**src/rtl/msrp_pkg.sv**
```systemverilog
package msrp_pkg;

	// Frame constants for a single-register read reply.
	localparam logic [15:0] CRC_SEED   = 16'hFFFF;
	localparam logic [15:0] CRC_POLY   = 16'hA001;
	localparam logic [7:0]  FUNC_READ  = 8'h03;
	localparam logic [7:0]  BYTE_COUNT = 8'h02;

	// Register map: word index taken from paddr[2].
	localparam logic REG_SLAVE_ADDRESS = 1'b0;

	// Frame position, one-hot.
	typedef enum logic [6:0] {
		PH_ADDR   = 7'b0000001,
		PH_FUNC   = 7'b0000010,
		PH_COUNT  = 7'b0000100,
		PH_DATA_H = 7'b0001000,
		PH_DATA_L = 7'b0010000,
		PH_CRC_L  = 7'b0100000,
		PH_CRC_H  = 7'b1000000
	} phase_t;

	// One received byte waiting in the input register.
	typedef struct packed {
		logic       valid;
		logic [7:0] data;
	} beat_t;

	// One completed frame.
	typedef struct packed {
		logic        valid;
		logic [15:0] value;
		logic        crc_good;
	} result_t;

	// Reflected CRC-16 update over one byte, eight bit steps.
	function automatic logic [15:0] crc_feed(input logic [15:0] crc_in, input logic [7:0] b);
		logic [15:0] c;
		c = crc_in ^ {8'h00, b};
		for (int k = 0; k < 8; k++) begin
			if (c[0]) begin
				c = (c >> 1) ^ CRC_POLY;
			end else begin
				c = c >> 1;
			end
		end
		return c;
	endfunction

endpackage

```
**src/rtl/msrp_in_stage.sv**
```systemverilog
module msrp_in_stage
	import msrp_pkg::*;
(
	input  logic       clk,
	input  logic       arst_n,
	input  logic       s_tvalid,
	output logic       s_tready,
	input  logic [7:0] s_tdata,   // [7:0] rx_byte
	input  logic       advance,
	output beat_t      beat
);

	logic       valid_s1;
	logic [7:0] byte_s1;

	// The register takes a new byte when empty or when its byte moves on.
	assign s_tready = !valid_s1 || advance;

	always_ff @(posedge clk or negedge arst_n) begin
		if (!arst_n) begin
			valid_s1 <= 1'b0;
		end else if (s_tready) begin
			valid_s1 <= s_tvalid;
		end
	end

	always_ff @(posedge clk) begin
		if (s_tready && s_tvalid) begin
			byte_s1 <= s_tdata;
		end
	end

	assign beat.valid = valid_s1;
	assign beat.data  = byte_s1;

endmodule

```
**src/rtl/msrp_parser.sv**
```systemverilog
module msrp_parser
	import msrp_pkg::*;
(
	input  logic       clk,
	input  logic       arst_n,
	input  beat_t      beat,
	input  logic       advance,
	input  logic [7:0] slave_address,
	output result_t    res
);

	phase_t      phase_q, phase_d;
	logic [15:0] crc_q, crc_d;
	logic [15:0] data_q, data_d;
	logic [7:0]  crc_lo_q, crc_lo_d;
	logic [15:0] crc_in;
	logic [15:0] crc_next;

	// The address byte restarts the CRC from the seed.
	assign crc_in   = (phase_q == PH_CRC_H || phase_q == PH_CRC_L ||
	                   phase_q == PH_DATA_H || phase_q == PH_DATA_L ||
	                   phase_q == PH_FUNC || phase_q == PH_COUNT) ? crc_q : CRC_SEED;
	assign crc_next = crc_feed(crc_in, beat.data);

	// Next frame state for the byte in the input register.
	always_comb begin
		phase_d   = phase_q;
		crc_d     = crc_q;
		data_d    = data_q;
		crc_lo_d  = crc_lo_q;
		res.valid    = 1'b0;
		res.value    = data_q;
		res.crc_good = ({beat.data, crc_lo_q} == crc_q);
		case (phase_q)
			PH_FUNC: begin
				if (beat.data == FUNC_READ) begin
					crc_d   = crc_next;
					phase_d = PH_COUNT;
				end else begin
					phase_d = PH_ADDR;
				end
			end
			PH_COUNT: begin
				if (beat.data == BYTE_COUNT) begin
					crc_d   = crc_next;
					phase_d = PH_DATA_H;
				end else begin
					phase_d = PH_ADDR;
				end
			end
			PH_DATA_H: begin
				data_d  = {beat.data, 8'h00};
				crc_d   = crc_next;
				phase_d = PH_DATA_L;
			end
			PH_DATA_L: begin
				data_d  = {data_q[15:8], beat.data};
				crc_d   = crc_next;
				phase_d = PH_CRC_L;
			end
			PH_CRC_L: begin
				crc_lo_d = beat.data;
				phase_d  = PH_CRC_H;
			end
			PH_CRC_H: begin
				res.valid = beat.valid;
				phase_d   = PH_ADDR;
			end
			default: begin
				if (beat.data == slave_address) begin
					crc_d   = crc_next;
					phase_d = PH_FUNC;
				end else begin
					phase_d = PH_ADDR;
				end
			end
		endcase
	end

	always_ff @(posedge clk or negedge arst_n) begin
		if (!arst_n) begin
			phase_q  <= PH_ADDR;
			crc_q    <= CRC_SEED;
			data_q   <= 16'h0000;
			crc_lo_q <= 8'h00;
		end else if (advance) begin
			phase_q  <= phase_d;
			crc_q    <= crc_d;
			data_q   <= data_d;
			crc_lo_q <= crc_lo_d;
		end
	end

endmodule

```
**src/rtl/modbus_single_register_reply_parser.sv**
```systemverilog
// Modbus RTU reply parser for a single-register read.
// Slave side: one received bus byte per beat on s_tdata. The parser hunts for
// the configured slave address, function code 3 and byte count 2, gathers the
// two data bytes and checks the trailing CRC-16 (low byte first).
// Master side: one beat per completed frame, m_tdata is the data word and
// m_tuser says whether the received CRC matched; bad frames are still sent.
// A byte that breaks the header sequence is dropped and hunting restarts.
// Configuration: the APB register at byte address 0 holds the slave address
// (reset 1); write it only while no byte is in flight.
// A byte accepted into the input register is parsed when it moves on; a
// finished frame then enters the output register, which drives m_tvalid.
// Throughput: one byte per cycle while the output register is free or being
// read, set by the single input register feeding the CRC and header compare
// logic into the output register.
// Reset clears the parse state to address hunting and empties both registers.
// When the receiver stalls with a result held, the byte in the input register
// waits and s_tready stays low until the output register is free.
module modbus_single_register_reply_parser
	import msrp_pkg::*;
(
	input  logic        clk,
	input  logic        arst_n,
	input  logic        s_tvalid,
	output logic        s_tready,
	input  logic [7:0]  s_tdata,   // [7:0] rx_byte
	output logic        m_tvalid,
	input  logic        m_tready,
	output logic [15:0] m_tdata,   // [15:0] register_value
	output logic        m_tuser,   // [0] crc_good
	input  logic        psel,
	input  logic        penable,
	input  logic        pwrite,
	input  logic [2:0]  paddr,
	input  logic [31:0] pwdata,
	output logic [31:0] prdata,
	output logic        pready
);

	beat_t       beat;
	result_t     res;
	logic        advance;
	logic [7:0]  slave_addr_q;
	logic        out_valid_q;
	logic [15:0] out_data_q;
	logic        out_user_q;

	// Configuration register.
	assign pready = 1'b1;
	assign prdata = (paddr[2] == REG_SLAVE_ADDRESS) ? {24'h000000, slave_addr_q} : 32'h0;

	always_ff @(posedge clk or negedge arst_n) begin
		if (!arst_n) begin
			slave_addr_q <= 8'h01;
		end else if (psel && penable && pwrite && pready &&
		             paddr[2] == REG_SLAVE_ADDRESS) begin
			slave_addr_q <= pwdata[7:0];
		end
	end

	// A byte moves on whenever the output register can take a result.
	assign advance = beat.valid && (!out_valid_q || m_tready);

	msrp_in_stage u_in_stage (
		.clk      (clk),
		.arst_n   (arst_n),
		.s_tvalid (s_tvalid),
		.s_tready (s_tready),
		.s_tdata  (s_tdata),
		.advance  (advance),
		.beat     (beat)
	);

	msrp_parser u_parser (
		.clk           (clk),
		.arst_n        (arst_n),
		.beat          (beat),
		.advance       (advance),
		.slave_address (slave_addr_q),
		.res           (res)
	);

	// Output register.
	always_ff @(posedge clk or negedge arst_n) begin
		if (!arst_n) begin
			out_valid_q <= 1'b0;
		end else if (advance && res.valid) begin
			out_valid_q <= 1'b1;
		end else if (m_tready) begin
			out_valid_q <= 1'b0;
		end
	end

	always_ff @(posedge clk) begin
		if (advance && res.valid) begin
			out_data_q <= res.value;
			out_user_q <= res.crc_good;
		end
	end

	assign m_tvalid = out_valid_q;
	assign m_tdata  = out_data_q;
	assign m_tuser  = out_user_q;

`ifndef ASSERT_OFF
	// The input side never stalls while the output register has room.
	a_ready_when_room: assert property (@(posedge clk) disable iff (!arst_n)
		(!out_valid_q || m_tready) |-> s_tready)
		else $error("input stalled with free output register");

	// A finished frame lands in the output register.
	a_result_lands: assert property (@(posedge clk) disable iff (!arst_n)
		(advance && res.valid) |=> out_valid_q)
		else $error("completed frame lost");

	// No result without a byte in the input register.
	a_result_needs_byte: assert property (@(posedge clk) disable iff (!arst_n)
		!beat.valid |-> !res.valid)
		else $error("result without a byte");
`endif

endmodule
```
**config.mk**
```make
export PLATFORM = sky130hd
export DESIGN_NAME = modbus_single_register_reply_parser
export DESIGN_NICKNAME = d
export VERILOG_FILES = /design/src/rtl/msrp_pkg.sv /design/src/rtl/msrp_in_stage.sv /design/src/rtl/msrp_parser.sv /design/src/rtl/modbus_single_register_reply_parser.sv
export SDC_FILE = /design/constraint.sdc
export NUM_CORES = 1
export LEC_CHECK = 0
export ABC_AREA = 1
export BUFFER_PORTS_ARGS = -buffer_cell sky130_fd_sc_hd__buf_2
export CAP_MARGIN = 15
export CORE_ASPECT_RATIO = 1.75
export CORE_UTILIZATION = 45
export DETAILED_ROUTE_END_ITERATION = 12
export PLACE_DENSITY = 0.69
export SKIP_LAST_GASP = 1
export SLEW_MARGIN = 20
export SYNTH_ARGS = -nofsm -noshare
export SYNTH_HDL_FRONTEND = slang
export SYNTH_SLANG_ARGS = --single-unit
```
**constraint.sdc**
```tcl
create_clock -name clk -period 6.2 [get_ports clk]
set_input_delay 0 -clock clk [delete_from_list [all_inputs] [get_ports clk]]
set_output_delay 0 -clock clk [all_outputs]
set_load 0.005 [all_outputs]
```
==> impl_metrics.json <==
{
  "fmax_mhz": 374.0,
  "remaining_drc_errors": 0,
  "peakVddDrop_mv": 0.2046,
  "finish.net_count": 559,
  "cp.depth": 12,
  "hpwl_mm": 5.706,
  "crit_chain": "nor4_1 > nand4_1 > nand2_1 > nand3_1 > nor2_1 > nand2_1 > inv_1 > nand2_1 > nand3_1 > nand2_1 > nand2_1 > nand2_1",
  "yosys_warnings": 0,
  "min_period_ns": 2.674,
  "cts.sinks": 82,
  "skew_ns": 0.006176,
  "syn_inst": 440,
  "synth-edff-count": 25,
  "cts_buffer_depth": 2,
  "finalMaxSlewViolations": 0,
  "powerDensity_mw_per_mm2": 310.2,
  "p_leak_uw": 0.002221,
  "die_area_mm2": 0.009415,
  "syn_to_final_growth_pct": 18.25,
  "cts_root_buffer": "clkbuf_16",
  "antenna_found_initial": 0,
  "worst_path_most_repeated_cell": "nand2_1",
  "whs_ns": 0.2980,
  "ant_nets": 0,
  "netlist_top_cells_count": "nand2_1, o21ai_0, dfrtp_1",
  "final-setup-viol-count": 0,
  "ys_ff_latch": 82,
  "postLayoutSetupSlackWorst_ns": 3.526,
  "routedWlPerCell_um": 12.87,
  "rrSetupSlack_ns": 3.53,
  "yosysMostFrequentCell": "nand2_1",
  "yosysSeqAreaShare": 0.5421,
  "cts_resized": 0,
  "hold_end": "slave_addr_q[0]$_DFFE_PN1P_",
  "yosys.area.top_type": "dfrtp_1",
  "max-cap-violations": 0,
  "outcome": "complete, no violations",
  "crit_slowest_cell": "edfxtp_1",
  "postPlaceCellArea_mm2": 0.004309,
  "cp_top_family": "simple AND/OR/NAND/NOR gates",
  "ys_async_sr_fraction": 0.6951,
  "r2r_cells": 12,
  "start_kind": "flip-flop",
  "wl_mm": 8.121,
  "gp_congestion": 0.8590,
  "hold_viol": 0,
  "overflow": 0,
  "post-route-period-util": 0.4313,
  "fill_cells": 784,
  "numPortBuffers": 50,
  "avgViaCountPerCell": 4.891,
  "drtPass1Iterations": 5,
  "crit_type": "reg2reg",
  "worstSkewPairLatency_ns": 0.34,
  "multiInputGateArea_mm2": 0.001551,
  "grt_util_all_layers": 0.1977,
  "relSlewSlack": 0.5297,
  "critPathRequiredTime_ns": 6.47,
  "fin_area_mm2": 0.004798,
  "vias": 3086,
  "grt_max_degree": 58,
  "r2r-start": "u_in_stage.byte_s1[4]$_DFFE_PP_",
  "drive_gt1_frac": 0.2140,
  "crit_fanout": 19,
  "worst_slew_pin_slew_ns": 0.7055,
  "cts_tree": "done",
  "hold_depth": 3,
  "worst_ep_arrival_time_ns": 2.94,
  "cts_buffers": 9,
  "synth.area.top_cells": "dfrtp_1, edfxtp_1, dfstp_2",
  "cp.buffers_inverters": 1,
  "setup_tns_ns": 0,
  "core_mm2": 0.008727,
  "start_util": 0.4649,
  "clkSlewWorstSetupHoldPaths_ns": 0.06,
  "yosys.area.top_type_share": 0.2405,
  "synth-main-ff-cell": "dfrtp_1",
  "power.total_uw": 1488,
  "post_cts_buffers": 0,
  "pre_cts_ws_ns": 3.607,
  "die-height_um": 127.6,
  "reg2reg_to": "u_parser.crc_q[0]$_DFFE_PN1P_",
  "hold_path_class": "in2reg",
  "pin_count": 102,
  "syn_avg_cell_area_um2": 9.222,
  "drt_iter0_drc": 154,
  "grt_pass1_wl_mm": 13.74,
  "die_w_um": 73.78,
  "end_kind": "flip-flop",
  "netlist_area_mm2": 0.004058,
  "rsz0062_at_grt": "false",
  "min_from": "pwrite",
  "synth.distinct_cells": 33,
  "critical_path.max_stage_delay_ns": 0.52,
  "n_antenna_cell": 0,
  "rows": 45,
  "regArea_mm2": 0.002200,
  "htree_levels": 3,
  "grt_pass1_vias": 2952
}
==> layout by cell type, fill, tap and decap left out, types with 8 or more instances in the layout <==
cell type,instances
nand3_1,24
nor2_1,34
dfrtp_1,39
clkbuf_16,9
dfstp_2,18
edfxtp_1,25
inv_1,38
buf_2,50
o21ai_0,46
xnor2_1,8
conb_1,25
a21oi_1,13
xor2_1,20
dlygate4sd3_1,20
nand2_1,94
==> sequential cells by signal (all words and copies together), names as in the netlist <==
signal               cells
m_tdata                 16
u_parser.crc_q          16
u_parser.data_q         16
slave_addr_q             8
u_in_stage.byte_s1       8
u_parser.crc_lo_q        8
u_parser.phase_q         7
m_tuser                  1
m_tvalid                 1
u_in_stage.valid_s1      1
==> how the worst max path moves through the flow <==
stage	from	to	slack, ns
after floorplan	u_parser.phase_q[5]$_DFFE_PN0P_	m_tdata[0]$_DFFE_PP_	4.22
after global placement	u_in_stage.byte_s1[5]$_DFFE_PP_	u_parser.crc_q[0]$_DFFE_PN1P_	3.65
after detailed placement	u_in_stage.byte_s1[4]$_DFFE_PP_	u_parser.crc_q[0]$_DFFE_PN1P_	3.61
after CTS	u_in_stage.byte_s1[4]$_DFFE_PP_	u_parser.crc_q[0]$_DFFE_PN1P_	3.57
after global routing	u_in_stage.byte_s1[5]$_DFFE_PP_	u_parser.crc_q[0]$_DFFE_PN1P_	3.16
final	u_in_stage.byte_s1[4]$_DFFE_PP_	u_parser.crc_q[0]$_DFFE_PN1P_	3.53
==> through the flow <==
stage,utilization,cells
final,0.5498,631
after global routing,0.5498,631
after CTS,0.5498,631
after detailed placement,0.4938,595
after global placement,0.4938,595
after floorplan,-,463
==> logic make-up after synthesis <==
family,count (synthesis),share of synthesized area
AOI/OAI and AO/OA,62,0.07863
xor gates and xnor gates,30,0.06846
buffers and inverters,76,0.09682
DFF,82,0.5421
other,2,0.001851
and+or+nand+nor,188,0.2122
==> metal layers <==
metal	track usage	wire (µm)	vias to the layer above	share of wire
li1	-	-	1510	-
met1	0.2190	3135	1419	0.39
met2	0.3335	4199	126	0.52
met3	0.02997	327	31	0.040
met4	0.1459	459	0	0.057
met5	0	0	-	0
==> report_power, final <==
group          internal [µW]  leakage (µW)  switching (µW)  total (µW)
Combinational            106       0.00116             151         256
Clock                    312      0.000129             204         516
Sequential               658      0.000934            57.7         715
Total                   1080       0.00222             413        1490
==> final cells by class <==
type                    instances  share of cell area
well taps                     117             0.03051
repair buffers                 72             0.09700
flip-flops and latches         82              0.4584
multi-input cells             305              0.3233
inverters                      39             0.03051
clock buffers                  12             0.04928
clock inverters                 4             0.01095
==> tightest hold or removal path, stage by stage <==
cell     delay [ns]
buf_2          0.10
nand4_1        0.39
a21oi_1        0.14
==> what timing repair did <==
| item | 4_1_cts | 5_1_grt |
|---|---|---|
| endpoints found under the setup margin | 0 | 0 |
| hold buffers | 20 | 0 |
| endpoints found under the hold margin | 57 | 0 |
(Power assumes the default switching activity.)
